`src/rtl/arbd_pkg.sv`:
```
// Package for the alarm relay blink driver.
// Holds the shared widths, the register map codes and the configuration struct.
// No dependencies.
package arbd_pkg;

   localparam int CHAN_W      = 4;
   localparam int HALF_W      = 16;
   localparam int DUR_W       = HALF_W + 1;
   localparam int ELAPSED_W   = 18;
   localparam int CSR_ADDR_W  = 4;
   localparam int CSR_DATA_W  = 32;
   localparam int REQ_DATA_W  = 8;
   localparam int RSP_DATA_W  = 16;

   localparam logic [HALF_W-1:0]    HALF_PERIOD_RESET = 16'd500;
   localparam logic [ELAPSED_W-1:0] ELAPSED_MAX       = {ELAPSED_W{1'b1}};

   // Register index, taken from paddr[3:2]
   typedef enum logic [1:0] {
      REG_HALF_PERIOD   = 2'd0,
      REG_ASYNC_MODE    = 2'd1,
      REG_BLINK_MASK    = 2'd2,
      REG_POLARITY_MASK = 2'd3
   } arbd_reg_type;

   typedef struct packed {
      logic [HALF_W-1:0] half_period;
      logic              async_mode;
      logic [CHAN_W-1:0] blink_mask;
      logic [CHAN_W-1:0] polarity_mask;
   } arbd_cfg_type;

endpackage

```
`src/rtl/arbd_csr.sv`:
```
// Configuration registers of the alarm relay blink driver, APB-style access.
// Depends on arbd_pkg.
module arbd_csr (
   input  logic                                 clock,
   input  logic                                 reset,
   input  logic                                 csr_psel,
   input  logic                                 csr_penable,
   input  logic                                 csr_pwrite,
   input  logic [arbd_pkg::CSR_ADDR_W-1:0]      csr_paddr,
   input  logic [arbd_pkg::CSR_DATA_W-1:0]      csr_pwdata,
   output logic [arbd_pkg::CSR_DATA_W-1:0]      csr_prdata,
   output logic                                 csr_pready,
   output arbd_pkg::arbd_cfg_type               cfg
);

   arbd_pkg::arbd_cfg_type cfg_ff, cfg_in;
   arbd_pkg::arbd_reg_type reg_sel;
   logic                   wr_en;

   assign reg_sel    = arbd_pkg::arbd_reg_type'(csr_paddr[3:2]);
   assign wr_en      = csr_psel & csr_penable & csr_pwrite & csr_pready;
   assign csr_pready = 1'b1;
   assign cfg        = cfg_ff;

   // Register write decode
   always_comb begin
      cfg_in = cfg_ff;
      if (wr_en) begin
         unique case (reg_sel)
            arbd_pkg::REG_HALF_PERIOD:   cfg_in.half_period   = csr_pwdata[arbd_pkg::HALF_W-1:0];
            arbd_pkg::REG_ASYNC_MODE:    cfg_in.async_mode    = csr_pwdata[0];
            arbd_pkg::REG_BLINK_MASK:    cfg_in.blink_mask    = csr_pwdata[arbd_pkg::CHAN_W-1:0];
            arbd_pkg::REG_POLARITY_MASK: cfg_in.polarity_mask = csr_pwdata[arbd_pkg::CHAN_W-1:0];
            default:                     cfg_in = cfg_ff;
         endcase
      end
   end

   always_ff @(posedge clock) begin
      if (reset) begin
         cfg_ff.half_period   <= arbd_pkg::HALF_PERIOD_RESET;
         cfg_ff.async_mode    <= 1'b0;
         cfg_ff.blink_mask    <= '0;
         cfg_ff.polarity_mask <= '0;
      end else begin
         cfg_ff <= cfg_in;
      end
   end

   // Read back
   always_comb begin
      csr_prdata = '0;
      unique case (reg_sel)
         arbd_pkg::REG_HALF_PERIOD:
            csr_prdata[arbd_pkg::HALF_W-1:0] = cfg_ff.half_period;
         arbd_pkg::REG_ASYNC_MODE:
            csr_prdata[0] = cfg_ff.async_mode;
         arbd_pkg::REG_BLINK_MASK:
            csr_prdata[arbd_pkg::CHAN_W-1:0] = cfg_ff.blink_mask;
         arbd_pkg::REG_POLARITY_MASK:
            csr_prdata[arbd_pkg::CHAN_W-1:0] = cfg_ff.polarity_mask;
         default:
            csr_prdata = '0;
      endcase
   end

endmodule

```
`src/rtl/arbd_core.sv`:
```
// Blink state, per-tick pin computation and result register.
// Depends on arbd_pkg.
module arbd_core (
   input  logic                               clock,
   input  logic                               reset,
   input  arbd_pkg::arbd_cfg_type             cfg,
   input  logic                               advance,
   input  logic                               item_valid,
   input  logic [arbd_pkg::CHAN_W-1:0]        item_levels,
   output logic                               rsp_valid,
   output logic [arbd_pkg::CHAN_W-1:0]        pin_levels,
   output logic [arbd_pkg::CHAN_W-1:0]        changed_mask,
   output logic                               blink_phase
);

   logic [arbd_pkg::ELAPSED_W-1:0] elapsed_ff, elapsed_in;
   logic                           phase_ff, phase_in;
   logic [arbd_pkg::CHAN_W-1:0]    prev_ff;
   logic                           valid_ff;
   logic [arbd_pkg::CHAN_W-1:0]    pins_ff, pins_in;
   logic [arbd_pkg::CHAN_W-1:0]    changed_ff, changed_in;
   logic                           phase_out_ff;

   logic [arbd_pkg::ELAPSED_W-1:0] elapsed_inc;
   logic [arbd_pkg::DUR_W-1:0]     duration;
   logic [arbd_pkg::CHAN_W-1:0]    phase_all;
   logic [arbd_pkg::CHAN_W-1:0]    val;
   logic                           take;

   assign take = advance & item_valid;

   // Phase duration doubles for the on phase in async mode
   assign duration = (cfg.async_mode && phase_ff) ? {cfg.half_period, 1'b0}
                                                  : {1'b0, cfg.half_period};

   // Saturating tick counter
   assign elapsed_inc = (elapsed_ff == arbd_pkg::ELAPSED_MAX) ? elapsed_ff
                                                              : elapsed_ff + 1'b1;

   assign changed_in = item_levels ^ prev_ff;

   // Next phase and counter; a level change wins over the counter
   always_comb begin
      priority if (changed_in != '0) begin
         phase_in   = 1'b1;
         elapsed_in = '0;
      end else if (elapsed_inc > arbd_pkg::ELAPSED_W'(duration)) begin
         phase_in   = ~phase_ff;
         elapsed_in = '0;
      end else begin
         phase_in   = phase_ff;
         elapsed_in = elapsed_inc;
      end
   end

   // Blink gating, then polarity (1 passes, 0 inverts)
   assign phase_all = {arbd_pkg::CHAN_W{phase_in}};
   assign val       = (item_levels & ~cfg.blink_mask)
                    | (item_levels & cfg.blink_mask & phase_all);
   assign pins_in   = ~(val ^ cfg.polarity_mask);

   // Control state
   always_ff @(posedge clock) begin
      if (reset) begin
         elapsed_ff <= '0;
         phase_ff   <= 1'b0;
         prev_ff    <= '0;
         valid_ff   <= 1'b0;
      end else begin
         if (advance) begin
            valid_ff <= item_valid;
         end
         if (take) begin
            elapsed_ff <= elapsed_in;
            phase_ff   <= phase_in;
            prev_ff    <= item_levels;
         end
      end
   end

   // Result payload
   always_ff @(posedge clock) begin
      if (take) begin
         pins_ff      <= pins_in;
         changed_ff   <= changed_in;
         phase_out_ff <= phase_in;
      end
   end

   assign rsp_valid    = valid_ff;
   assign pin_levels   = pins_ff;
   assign changed_mask = changed_ff;
   assign blink_phase  = phase_out_ff;

endmodule

```
`src/rtl/alarm_relay_blink_driver.sv`:
```
// Alarm relay blink driver: four alarm pins with a shared blink phase and per-pin polarity.
// An accepted item is held in the input register, then in the result register.
// Throughput: one item per cycle; the input and result registers advance together
// whenever the result register is empty or being taken.
// Reset (synchronous): counter, phase and previous levels cleared, half period 500,
// async mode and masks zero, both channels empty. Depends on arbd_pkg, arbd_csr, arbd_core.
module alarm_relay_blink_driver (
   input  logic                                 clock,
   input  logic                                 reset,
   // Item input
   input  logic                                 req_tvalid,
   output logic                                 req_tready,
   input  logic [arbd_pkg::REQ_DATA_W-1:0]      req_tdata,   // [3:0] channel_levels
   // Result output
   output logic                                 rsp_tvalid,
   input  logic                                 rsp_tready,
   output logic [arbd_pkg::RSP_DATA_W-1:0]      rsp_tdata,   // [3:0] pin_levels,
                                                             // [7:4] changed_mask,
                                                             // [8] blink_phase
   // Configuration
   input  logic                                 csr_psel,
   input  logic                                 csr_penable,
   input  logic                                 csr_pwrite,
   input  logic [arbd_pkg::CSR_ADDR_W-1:0]      csr_paddr,
   input  logic [arbd_pkg::CSR_DATA_W-1:0]      csr_pwdata,
   output logic [arbd_pkg::CSR_DATA_W-1:0]      csr_prdata,
   output logic                                 csr_pready
);

   arbd_pkg::arbd_cfg_type         cfg;
   logic                           in_valid_ff, in_valid_in;
   logic [arbd_pkg::CHAN_W-1:0]    in_levels_ff;
   logic                           advance;
   logic                           accept;
   logic [arbd_pkg::CHAN_W-1:0]    pin_levels;
   logic [arbd_pkg::CHAN_W-1:0]    changed_mask;
   logic                           blink_phase;

   arbd_csr u_csr (
      .clock       (clock),
      .reset       (reset),
      .csr_psel    (csr_psel),
      .csr_penable (csr_penable),
      .csr_pwrite  (csr_pwrite),
      .csr_paddr   (csr_paddr),
      .csr_pwdata  (csr_pwdata),
      .csr_prdata  (csr_prdata),
      .csr_pready  (csr_pready),
      .cfg         (cfg)
   );

   // Pipeline moves when the result register is free or being taken
   assign advance    = ~rsp_tvalid | rsp_tready;
   assign req_tready = ~in_valid_ff | advance;
   assign accept     = req_tvalid & req_tready;

   // Input register
   always_comb begin
      priority if (accept) begin
         in_valid_in = 1'b1;
      end else if (advance) begin
         in_valid_in = 1'b0;
      end else begin
         in_valid_in = in_valid_ff;
      end
   end

   always_ff @(posedge clock) begin
      if (reset) begin
         in_valid_ff <= 1'b0;
      end else begin
         in_valid_ff <= in_valid_in;
      end
   end

   always_ff @(posedge clock) begin
      if (accept) begin
         in_levels_ff <= req_tdata[arbd_pkg::CHAN_W-1:0];
      end
   end

   arbd_core u_core (
      .clock        (clock),
      .reset        (reset),
      .cfg          (cfg),
      .advance      (advance),
      .item_valid   (in_valid_ff),
      .item_levels  (in_levels_ff),
      .rsp_valid    (rsp_tvalid),
      .pin_levels   (pin_levels),
      .changed_mask (changed_mask),
      .blink_phase  (blink_phase)
   );

   assign rsp_tdata = {7'd0, blink_phase, changed_mask, pin_levels};

endmodule

```
`config.mk`:
```
export PLATFORM = sky130hd
export DESIGN_NAME = alarm_relay_blink_driver
export DESIGN_NICKNAME = d
export VERILOG_FILES = /design/src/rtl/arbd_pkg.sv /design/src/rtl/arbd_csr.sv /design/src/rtl/arbd_core.sv /design/src/rtl/alarm_relay_blink_driver.sv
export SDC_FILE = /design/constraint.sdc
export NUM_CORES = 1
export LEC_CHECK = 0
export BUFFER_PORTS_ARGS = -buffer_cell sky130_fd_sc_hd__buf_4
export CAP_MARGIN = 40
export CORE_MARGIN = 10
export CORE_UTILIZATION = 40
export CTS_CLUSTER_DIAMETER = 150
export DETAILED_ROUTE_END_ITERATION = 12
export HOLD_SLACK_MARGIN = 0.05
export PLACE_DENSITY_LB_ADDON = 0.05
export SLEW_MARGIN = 20
export SYNTH_ARGS = -nofsm -noshare
export SYNTH_HDL_FRONTEND = slang
export SYNTH_SLANG_ARGS = --single-unit
```
`constraint.sdc`:
```
create_clock -name clock -period 4.3 [get_ports clock]
set_clock_uncertainty 0.15 [all_clocks]
set_input_delay 0.86 -clock clock [delete_from_list [all_inputs] [get_ports clock]]
set_output_delay 0.86 -clock clock [all_outputs]
set_load 0.05 [all_outputs]
```
-- After elaboration in Yosys (flattened, before gate mapping)
Index checks and enable logic that the tools add are counted.
- add/subtract/negate cells: 1
- reduce and logical (&&, ||, !) cells: 8
- bitwise logic cells: 17
- multiplexer cells: 11
- order comparisons: 1
- equal/unequal tests: 4
- operators by type and width (kind ; number):
    $mux W18 ; 3
    $add A18 B1 Y18 const B ; 1
    $eq A18 B18 Y1 const B ; 1
    $gt A18 B17 Y1 ; 1
    $mux W17 ; 1
    $and A4 B4 Y4 ; 3
    $mux W12 ; 1
    $pmux W3 S3 ; 1
    $not A4 Y4 ; 2
    $reduce_and A2 Y1 ; 4
    $xor A4 B4 Y4 ; 2
    $and A1 B1 Y1 ; 4
    $eq A2 B2 Y1 const B ; 2
    $mux W1 ; 4
    $or A4 B4 Y4 ; 1
    $pmux W1 S4 ; 1
    $reduce_bool A4 Y1 ; 1
    $not A1 Y1 ; 3
    $eq A2 B1 Y1 const B ; 1
    $logic_not A2 Y1 ; 1
    $or A1 B1 Y1 ; 2
    $reduce_bool A2 Y1 ; 1
    $logic_and A1 B1 Y1 ; 1
- input bits: 51
- output and inout port bits: 51
- word-level logic and storage cells: 55
- register bits after elaboration: 63

-- Longest topological paths before layout
Gate-level depths: netlist (run 1).
- depth in word-level cells: 9
- depth in mapped cells: 17
- gate-level depth less buffers: 14

-- By module
From an unflattened synthesis (run 1), not the netlist that was laid out.
- cell total of the unflattened synthesis: 455
- area total of the unflattened synthesis: 4116.4 um2
- by module, submodules not included (module ; times used ; seq. area each (um2) ; cells an instance ; area each (um2)):
    arbd_core ; 1 ; 750.7 ; 288 ; 2468.6
    arbd_csr ; 1 ; 500.5 ; 148 ; 1396.3
    alarm_relay_blink_driver ; 1 ; 140.1 ; 19 ; 251.5

-- Worst setup path after synthesis (run 1)
No wires, ideal clock.
- path kind: reg2reg
- start: reg u_core.elapsed_ff[3] in the netlist's numbering
- end: reg u_core.elapsed_ff[11] in the netlist's numbering
- data required time: 4076 ps
- setup time: 74 ps
- data arrival time: 3690 ps
- cell stages (with the launch flop): 18
- path slack: 386 ps
- period minus slack after synthesis: 3914 ps
- path buffers: 3
- cell sequence: dfxtp_1 buf_2 nand4_1 nor4_2 a21oi_1 nor3b_1 and2_1 xor2_1 ha_1 o21a_1 o21ai_0 a21oi_1 or4_1 buf_4 a211oi_4 buf_6 nand3_1 a31oi_1
- cells in the longest elaborated chain, start to end: 5
- elaborated cells on any way between the ends: 6
- classes of those cells: add/sub: 1; order compare: 1; eq/ne: 1; mux: 3
- RTL lines (what ; RTL line ; text):
    start, declared ; arbd_core.sv:16 ; logic [arbd_pkg::ELAPSED_W-1:0] elapsed_ff, elapsed_in;
    start signal, assigned ; arbd_core.sv:74 ; elapsed_ff <= elapsed_in;
    $add A18 B1 Y18 / $eq A18 B18 Y1 (equally long branches) ; arbd_core.sv:38, arbd_core.sv:37 ;
    $mux W18 * ; arbd_core.sv:37 ; assign elapsed_inc = (elapsed_ff == arbd_pkg::ELAPSED_MAX) ? elapsed_ff
    $gt A18 B17 Y1 ; arbd_core.sv:47 ; end else if (elapsed_inc > arbd_pkg::ELAPSED_W'(duration)) begin
    $mux W18 * ; arbd_core.sv:47 ;
    $mux W18 * ; arbd_core.sv:44 ; priority if (changed_in != '0) begin
Mark *: on every way between the ends. The rest lies on a longest branch, timed or not.
A chain may end at the register's enable or synchronous reset.

-- Worst setup path after layout (run 1)
- start: reg u_core.elapsed_ff[5] in the netlist's numbering
- end: reg u_core.elapsed_ff[14] in the netlist's numbering
Same word-level chain as after synthesis.

==> impl_results.html, run 1 <==
<table>
<tr><th>Metric</th><th>Value</th></tr>
<tr><th colspan="2">Run status</th></tr>
<tr><td>Outcome</td><td>finished, final reports clean</td></tr>
<tr><th colspan="2">Clock tree</th></tr>
<tr><td>Worst skew pair latency</td><td>0.35 ns</td></tr>
<tr><td>Sink count of the clock tree</td><td>63</td></tr>
<tr><td>Num CTS Buffers</td><td>9</td></tr>
<tr><td>Number of buffers added to fix hold violations after cts</td><td>0</td></tr>
<tr><td>H-tree Lvls</td><td>3</td></tr>
<tr><td>Clock tree from TritonCTS</td><td>built</td></tr>
<tr><td>CTS max path bufs</td><td>2</td></tr>
<tr><td>Number of gates resized after cts</td><td>0</td></tr>
<tr><td>Post-CTS clock slew at the launch and capture registers of the worst setup and hold paths</td><td>0.08 ns</td></tr>
<tr><td>Postcts setup bufs</td><td>0</td></tr>
<tr><td>Root Buffer</td><td>clkbuf_8</td></tr>
<tr><th colspan="2">Yosys</th></tr>
<tr><td>Number of register bits inferred by synthesis</td><td>63</td></tr>
<tr><td>Cells after Synth</td><td>454</td></tr>
<tr><td>Number of warnings issued by yosys</td><td>0</td></tr>
<tr><td>Syn_area_per_cell</td><td>8.535 µm²</td></tr>
<tr><td>Netlist cell types</td><td>50</td></tr>
<tr><td>Cell taking the most area after synthesis</td><td>dfxtp_1</td></tr>
<tr><td>Area share of the leading cell type in the synthesized netlist</td><td>0.2583</td></tr>
<tr><td>Post-synthesis sequential area ratio</td><td>0.3591</td></tr>
<tr><td>Post-synth design cell area</td><td>3875 µm²</td></tr>
<tr><td>Cell types with the largest area share after synthesis</td><td>dfxtp_1, edfxtp_1, nand2_1</td></tr>
<tr><th colspan="2">Drt</th></tr>
<tr><td>Residual DRC</td><td>0</td></tr>
<tr><td>Number of vias in the routed layout</td><td>3,214</td></tr>
<tr><td>Wire length on met2</td><td>4439 µm</td></tr>
<tr><td>Met1 Routed Length</td><td>4603 µm</td></tr>
<tr><td>Number of nets with antenna violations after detailed routing</td><td>0</td></tr>
<tr><td>DRT Wirelength</td><td>9596 µm</td></tr>
<tr><td>Length of the first detailed-routing pass in iterations</td><td>4</td></tr>
<tr><td>Iter 0 DRT Violations</td><td>170</td></tr>
<tr><td>Max Used Layer</td><td>met4</td></tr>
<tr><td>Average detailed-routed wire length per instance</td><td>14.92 µm</td></tr>
<tr><td>Number of vias per cell after detailed routing</td><td>4.998</td></tr>
<tr><td>Detailed route wirelength on metal3</td><td>467 µm</td></tr>
<tr><th colspan="2">Die</th></tr>
<tr><td>Number of standard-cell rows in the floorplan</td><td>35</td></tr>
<tr><td>Overall die area</td><td>14,020 µm²</td></tr>
<tr><td>Height of the die</td><td>118.4 µm</td></tr>
<tr><td>Initial Utilization</td><td>0.4154</td></tr>
<tr><td>Number of top-level pins</td><td>102</td></tr>
<tr><td>Core footprint</td><td>9328 µm²</td></tr>
<tr><td>Chip Width</td><td>118.4 µm</td></tr>
<tr><th colspan="2">Critical path</th></tr>
<tr><td>Maximum cell stage delay along the critical path</td><td>0.40 ns</td></tr>
<tr><td>Largest delay contributor family on the critical path</td><td>simple AND/OR/NAND/NOR gates</td></tr>
<tr><td>Capturing element type of the critical path</td><td>register</td></tr>
<tr><td>Worst Setup Path Type</td><td>register to register</td></tr>
<tr><td>Buffers and inverters on the worst path</td><td>3</td></tr>
<tr><td>Required time at the worst-slack endpoint</td><td>4.43 ns</td></tr>
<tr><td>Cell at the slowest stage of the critical path</td><td>dfxtp_1</td></tr>
<tr><td>Critical path arrival</td><td>4.17 ns</td></tr>
<tr><td>Cells along the critical path</td><td>nand4_1, nor4_4, buf_4, a21o_1, nor2_1, xor2_1, ha_1, a211oi_2, nor2_1, or3_1, or4_1, buf_4, a211oi_4, buf_12, nand3_1, a31oi_1</td></tr>
<tr><td>Kind of start point of the critical path</td><td>register</td></tr>
<tr><td>Peak fanout along the critical path</td><td>21</td></tr>
<tr><th colspan="2">Timing</th></tr>
<tr><td>Tightest Pin Transition</td><td>0.7721 ns</td></tr>
<tr><td>RSZ-0062 raised after global routing</td><td>no</td></tr>
<tr><td>Period minus WS final</td><td>4.036 ns</td></tr>
<tr><td>Hold violation total from the final report</td><td>0</td></tr>
<tr><td>Fin Setup TNS</td><td>0 ns</td></tr>
<tr><td>Relative slew slack</td><td>0.4850</td></tr>
<tr><td>Number of setup violations in the final report</td><td>0</td></tr>
<tr><td>Count of final max-slew check failures</td><td>0</td></tr>
<tr><td>Highest attainable clock frequency</td><td>0.2478 GHz</td></tr>
<tr><td>Post-route setup slack</td><td>0.2644 ns</td></tr>
<tr><td>Final critical-path share of the clock period</td><td>0.9385</td></tr>
<tr><th colspan="2">Final layout</th></tr>
<tr><td>Area growth syn-to-layout</td><td>19.37%</td></tr>
<tr><td>Total area of sequential cells</td><td>1394 µm²</td></tr>
<tr><td>Multi-input logic area</td><td>2267 µm²</td></tr>
<tr><td>Share of the core filled with cells</td><td>0.4959</td></tr>
<tr><td>Final net count</td><td>578</td></tr>
<tr><td>Most frequent cells in the layout</td><td>nand2_1, buf_4, dfxtp_1</td></tr>
<tr><td># fillers</td><td>900</td></tr>
<tr><td>Number of antenna diodes</td><td>0</td></tr>
<tr><td>Leading cell type in the layout, fill and taps excluded</td><td>nand2_1</td></tr>
<tr><td>Ratio of cells with drive above 1 in the final layout</td><td>0.1965</td></tr>
<tr><th colspan="2">Power</th></tr>
<tr><td>Switch Pwr</td><td>0.4047 mW</td></tr>
<tr><td>Power density of the placed cells</td><td>303.7 nW/µm²</td></tr>
<tr><td>Power share of the combinational group</td><td>0.133</td></tr>
<tr><td>Sw Ratio</td><td>0.2881</td></tr>
<tr><td>Clock network power share</td><td>0.420</td></tr>
<tr><td>Int Pwr</td><td>1.000 mW</td></tr>
<tr><td>Leakage power of the design</td><td>2.057 nW</td></tr>
<tr><td>Register share of total power</td><td>0.448</td></tr>
<tr><td>Maximum VDD drop</td><td>0.0001544 V</td></tr>
<tr><th colspan="2">GRT</th></tr>
<tr><td>Global-route wire length before repair</td><td>15,540 µm</td></tr>
<tr><td>Global-route usage over all layers</td><td>0.1322</td></tr>
<tr><td>Residual overflow from global routing</td><td>0</td></tr>
<tr><td>Via count of the first global-routing pass</td><td>3,190</td></tr>
<tr><td>Initial antenna violation count</td><td>0</td></tr>
<tr><td>Maximum number of pins on one net before global-route repair</td><td>55</td></tr>
<tr><th colspan="2">Placement</th></tr>
<tr><td>RePlAce Congestion</td><td>0.7972</td></tr>
<tr><td>Place WS</td><td>0.1306 ns</td></tr>
<tr><td>Count of input and output buffers</td><td>55</td></tr>
<tr><td>Post-DP HPWL</td><td>7049 µm</td></tr>
<tr><th colspan="2">Worst hold path</th></tr>
<tr><td>Path category of the worst min-delay check</td><td>register to register</td></tr>
<tr><th colspan="2">Run</th></tr>
<tr><td>Max-capacitance violation count</td><td>0</td></tr>
</table>
-- cell usage after synthesis (all sizes together) --
master    n
a2111oi   1
nor2b     4
nand2b    2
o31a      1
inv       2
or3       1
a311oi    1
xnor2     7
nor2     29
mux2i    24
nor3b     2
clkinv    1
ha       18
nand4b    4
buf      32
o21ai     6
and2     16
nor4      6
and3b     2
a21o      1
nand2    77
mux2      5
and3      7
nand3    25
nor3      4
conb      2
a22o      3
a211o     1
or4       1
nand4     6
clkbuf   18
o211ai    1
mux4      1
and4      4
dfxtp    50
a211oi    6
xor2     16
nand3b   16
a31oi     4
a21oi    33
edfxtp   13
o21a      1
-- worst reg2reg max path, stage by stage, from the launching register on --
cell and delay, ns:
dfxtp_1 0.40, nand4_1 0.20, nor4_4 0.36, buf_4 0.18
a21o_1 0.17, nor2_1 0.07, xor2_1 0.24, ha_1 0.31
a211oi_2 0.22, nor2_1 0.06, or3_1 0.33, or4_1 0.39
buf_4 0.19, a211oi_4 0.25, buf_12 0.19, nand3_1 0.10
a31oi_1 0.16
-- through the flow --
step / hold slack (ns) / std cells / power (mW) / area [µm²]
after detailed placement: 0.3136 / 626 / 0.8282 / 4384
after global placement: 0.3035 / 625 / 0.8235 / 4357
after global routing: 0.3446 / 643 / 1.456 / 4626
final: 0.3192 / 643 / 1.405 / 4626
after CTS: 0.3245 / 642 / 1.412 / 4603
after floorplan: 0.2981 / 476 / 0.7900 / 3958
-- path summary, 6_finish.rpt --
kind                                                         from                            endpoint  slack, ns  cells after the start
worst max-delay path            u_core.elapsed_ff[5]$_SDFFE_PP0P_  u_core.elapsed_ff[14]$_SDFFE_PP0P_       0.26                     16
worst min register to register     u_core.prev_ff[3]$_SDFFE_PP0P_      u_core.prev_ff[3]$_SDFFE_PP0P_       0.32                      2
worst max register to register  u_core.elapsed_ff[5]$_SDFFE_PP0P_  u_core.elapsed_ff[14]$_SDFFE_PP0P_       0.26                     16
worst min-delay path               u_core.prev_ff[3]$_SDFFE_PP0P_      u_core.prev_ff[3]$_SDFFE_PP0P_       0.32                      2
-- logic make-up after synthesis --
| group | count (synthesis) | synth area share |
|---|---|---|
| fa+ha+maj | 18 | 0.05812 |
| xor+xnor | 23 | 0.05198 |
| simple gates | 206 | 0.2690 |
| flops | 63 | 0.3591 |
| mux | 30 | 0.08330 |
| other cells | 2 | 0.001938 |
| compound gates | 59 | 0.09623 |
| buf+inv | 53 | 0.08040 |
-- flip-flops by register name, summed over array words and instances, names as in the netlist --
register,cells
u_core.elapsed_ff,18
u_core.blink_phase,1
u_core.pin_levels,4
u_core.rsp_valid,1
u_core.prev_ff,4
in_levels_ff,4
in_valid_ff,1
u_core.phase_ff,1
u_csr.cfg,25
u_core.changed_mask,4
-- power groups by stage --
stage	Sequential [mW]	Combinational [mW]	Clock [mW]
6_report	0.629	0.186	0.590
5_1_grt	0.631	0.199	0.625
4_1_cts	0.629	0.186	0.597
3_5_place_dp	0.643	0.185	0
3_3_place_gp	0.643	0.181	0
2_1_floorplan	0.654	0.136	0
-- routing by layer --
| metal | vias up | track usage |
|---|---|---|
| met3 | 6 | 0.03570 |
| met5 | - | 0 |
| met2 | 68 | 0.2055 |
| li1 | 1651 | - |
| met4 | 0 | 0.04962 |
| met1 | 1489 | 0.1710 |
-- cell type report --
type | count | share of cell area
clock buffers | 9 | 0.02678
flip-flops and latches | 63 | 0.3013
clock inverters | 7 | 0.02056
well taps | 129 | 0.03489
repair buffers | 72 | 0.1239
multi-input cells | 360 | 0.4901
inverters | 3 | 0.002434
Note: power is estimated with default switching activity, not from simulation.
==> run 2, diff against run 1 <==
Settings changed: CORE_ASPECT_RATIO set to 1.5.
==> run 2 against run 1 <==
  * Critical path depth is 1 lower
  * Power is 7.1% higher
  * Wire length is 2.4% lower
  * First-iteration DRC count is 54% lower
  * Via count stayed put
  * Combinational power hardly changed
  * Fmax is 0.62% higher
  * Sequential share of layout area is 0.24 points lower
  * Final area is 0.62% higher
  * Critical path type unchanged
==> impl_results.html, run 2 (synthesis gave the netlist of run 1 again) <==
<table>
<tr><th>Metric</th><th>Value</th></tr>
<tr><th colspan="2">Drt</th></tr>
<tr><td>Number of nets with antenna violations after detailed routing</td><td>0</td></tr>
<tr><td>Iter 0 DRT Violations</td><td>78</td></tr>
<tr><td>Residual DRC</td><td>0</td></tr>
<tr><td>Number of vias in the routed layout</td><td>3,214</td></tr>
<tr><td>Number of vias per cell after detailed routing</td><td>5.142</td></tr>
<tr><td>DRT Wirelength</td><td>9361 µm</td></tr>
<tr><td>Average detailed-routed wire length per instance</td><td>14.98 µm</td></tr>
<tr><td>Length of the first detailed-routing pass in iterations</td><td>4</td></tr>
<tr><th colspan="2">Critical path</th></tr>
<tr><td>Largest delay contributor family on the critical path</td><td>simple AND/OR/NAND/NOR gates</td></tr>
<tr><td>Required time at the worst-slack endpoint</td><td>4.23 ns</td></tr>
<tr><td>Cells along the critical path</td><td>ha_1, nand2_1, a21oi_1, nor3b_1, and2_1, xor2_1, ha_1, o21a_1, o21ai_0, a21oi_1, or4_4, buf_4, a211oi_1, nand4b_1, xor2_1</td></tr>
<tr><td>Kind of start point of the critical path</td><td>register</td></tr>
<tr><td>Buffers and inverters on the worst path</td><td>1</td></tr>
<tr><td>Maximum cell stage delay along the critical path</td><td>0.57 ns</td></tr>
<tr><td>Critical path arrival</td><td>3.94 ns</td></tr>
<tr><td>Worst Setup Path Type</td><td>register to register</td></tr>
<tr><td>Cell at the slowest stage of the critical path</td><td>or4_4</td></tr>
<tr><td>Peak fanout along the critical path</td><td>8</td></tr>
<tr><td>Capturing element type of the critical path</td><td>register</td></tr>
<tr><th colspan="2">Clock tree</th></tr>
<tr><td>Root Buffer</td><td>clkbuf_16</td></tr>
<tr><td>Postcts setup bufs</td><td>0</td></tr>
<tr><td>Post-CTS clock slew at the launch and capture registers of the worst setup and hold paths</td><td>0.05 ns</td></tr>
<tr><td>Worst skew pair latency</td><td>0.33 ns</td></tr>
<tr><td>CTS max path bufs</td><td>2</td></tr>
<tr><td>Clock tree from TritonCTS</td><td>built</td></tr>
<tr><td>H-tree Lvls</td><td>3</td></tr>
<tr><td>Sink count of the clock tree</td><td>63</td></tr>
<tr><td>Num CTS Buffers</td><td>9</td></tr>
<tr><th colspan="2">Timing</th></tr>
<tr><td>Tightest Pin Transition</td><td>0.7496 ns</td></tr>
<tr><td>Post-route setup slack</td><td>0.2894 ns</td></tr>
<tr><td>Count of final max-slew check failures</td><td>0</td></tr>
<tr><td>Number of setup violations in the final report</td><td>0</td></tr>
<tr><td>RSZ-0062 raised after global routing</td><td>no</td></tr>
<tr><td>Relative slew slack</td><td>0.5000</td></tr>
<tr><td>Hold violation total from the final report</td><td>0</td></tr>
<tr><td>Worst hold slack across all endpoints</td><td>0.3179 ns</td></tr>
<tr><td>Highest attainable clock frequency</td><td>0.2493 GHz</td></tr>
<tr><td>Final critical-path share of the clock period</td><td>0.9327</td></tr>
<tr><td>Fin Setup TNS</td><td>0 ns</td></tr>
<tr><td>Period minus WS final</td><td>4.011 ns</td></tr>
<tr><th colspan="2">Run</th></tr>
<tr><td>Max-capacitance violation count</td><td>0</td></tr>
<tr><th colspan="2">GRT</th></tr>
<tr><td>Initial antenna violation count</td><td>0</td></tr>
<tr><td>Maximum number of pins on one net before global-route repair</td><td>55</td></tr>
<tr><td>Global-route usage over all layers</td><td>0.1307</td></tr>
<tr><td>Residual overflow from global routing</td><td>0</td></tr>
<tr><td>Via count of the first global-routing pass</td><td>3,221</td></tr>
<tr><td>Global-route wire length before repair</td><td>15,210 µm</td></tr>
<tr><th colspan="2">Power</th></tr>
<tr><td>Power density of the placed cells</td><td>323.2 nW/µm²</td></tr>
<tr><td>Leakage power of the design</td><td>2.064 nW</td></tr>
<tr><td>Overall power after layout</td><td>1.504 mW</td></tr>
<tr><td>Maximum VDD drop</td><td>0.0002073 V</td></tr>
<tr><th colspan="2">Final layout</th></tr>
<tr><td>Leading cell type in the layout, fill and taps excluded</td><td>nand2_1</td></tr>
<tr><td>Number of antenna diodes</td><td>0</td></tr>
<tr><td>Final net count</td><td>578</td></tr>
<tr><td>Max FFs per register</td><td>25</td></tr>
<tr><td>Area growth syn-to-layout</td><td>20.12%</td></tr>
<tr><td>Most frequent cells in the layout</td><td>nand2_1, buf_4, dfxtp_1</td></tr>
<tr><td>Ratio of cells with drive above 1 in the final layout</td><td>0.1871</td></tr>
<tr><th colspan="2">Die</th></tr>
<tr><td>Initial Utilization</td><td>0.4139</td></tr>
<tr><td>Number of standard-cell rows in the floorplan</td><td>43</td></tr>
<tr><td>Core footprint</td><td>9361 µm²</td></tr>
<tr><td>Chip Width</td><td>100.4 µm</td></tr>
<tr><td>Overall die area</td><td>14,110 µm²</td></tr>
<tr><td>Number of top-level pins</td><td>102</td></tr>
<tr><td>Height of the die</td><td>140.5 µm</td></tr>
<tr><th colspan="2">Worst hold path</th></tr>
<tr><td>Path category of the worst min-delay check</td><td>register to register</td></tr>
<tr><th colspan="2">Placement</th></tr>
<tr><td>RePlAce Congestion</td><td>0.7612</td></tr>
<tr><td>Post-DP HPWL</td><td>7035 µm</td></tr>
<tr><td>Place WS</td><td>0.1548 ns</td></tr>
<tr><td>Count of input and output buffers</td><td>55</td></tr>
<tr><th colspan="2">Run status</th></tr>
<tr><td>Outcome</td><td>finished, final reports clean</td></tr>
</table>
## run 2: cell types whose count changed in the layout (fill, tap and decap cells not counted), sizes merged
cell / change
clkbuf: +1
clkinv: +1
inv: -2
bufinv: -1
## run 2: final timing paths
kind | from | end | slack [ns] | cells past startpoint
worst max-delay path | u_core.elapsed_ff[1]$_SDFFE_PP0P_ | u_core.pin_levels[3]$_DFFE_PP_ | 0.29 | 15
worst min register to register | u_core.prev_ff[0]$_SDFFE_PP0P_ | u_core.prev_ff[0]$_SDFFE_PP0P_ | 0.32 | 2
worst min-delay path | u_core.prev_ff[0]$_SDFFE_PP0P_ | u_core.prev_ff[0]$_SDFFE_PP0P_ | 0.32 | 2
worst max register to register | u_core.elapsed_ff[1]$_SDFFE_PP0P_ | u_core.pin_levels[3]$_DFFE_PP_ | 0.29 | 15
## run 2: repair_timing
action | in CTS | in global routing
hold buffers | 0 | 0
gates resized for setup | 0 | 1
endpoints found under the setup margin | 0 | 17
## run 2: stage by stage
step | cells | utilization | area (µm²)
4_1_cts | 624 | 0.4960 | 4643
3_3_place_gp | 608 | 0.4631 | 4335
2_1_floorplan | 476 | - | 3958
3_5_place_dp | 609 | 0.4661 | 4363
6_report | 625 | 0.4972 | 4654
5_1_grt | 625 | 0.4972 | 4654
## run 2: cell type report
type | count | area, µm²
Sequential cell | 63 | 1391
Clock inverter | 5 | 51.30
Timing Repair Buffer | 72 | 573.1
Fill cell | 938 | 4707
Multi-Input combinational cell | 360 | 2258
Clock buffer | 10 | 229.0
Inverter | 3 | 11.26
Tap cell | 112 | 140.1
## run 2: routing by layer
metal,global-route usage,vias to the layer above,wire (µm)
li1,-,1653,-
met1,0.1583,1476,4099
met2,0.2142,72,4605
met3,0.03447,13,502
met4,0.04851,0,153
met5,0,-,0
## run 2: power breakdown
group / internal, mW / switching, mW / total (mW)
Clock: 0.441 / 0.247 / 0.688
Combinational: 0.0540 / 0.132 / 0.186
Sequential: 0.619 / 0.0109 / 0.630
## run 2: worst min-delay path, delay by kind of cell (launching register included)
kind	cells	cell delay, ns
simple gates	1	0.05
compound gates	1	0.05
flops	1	0.31
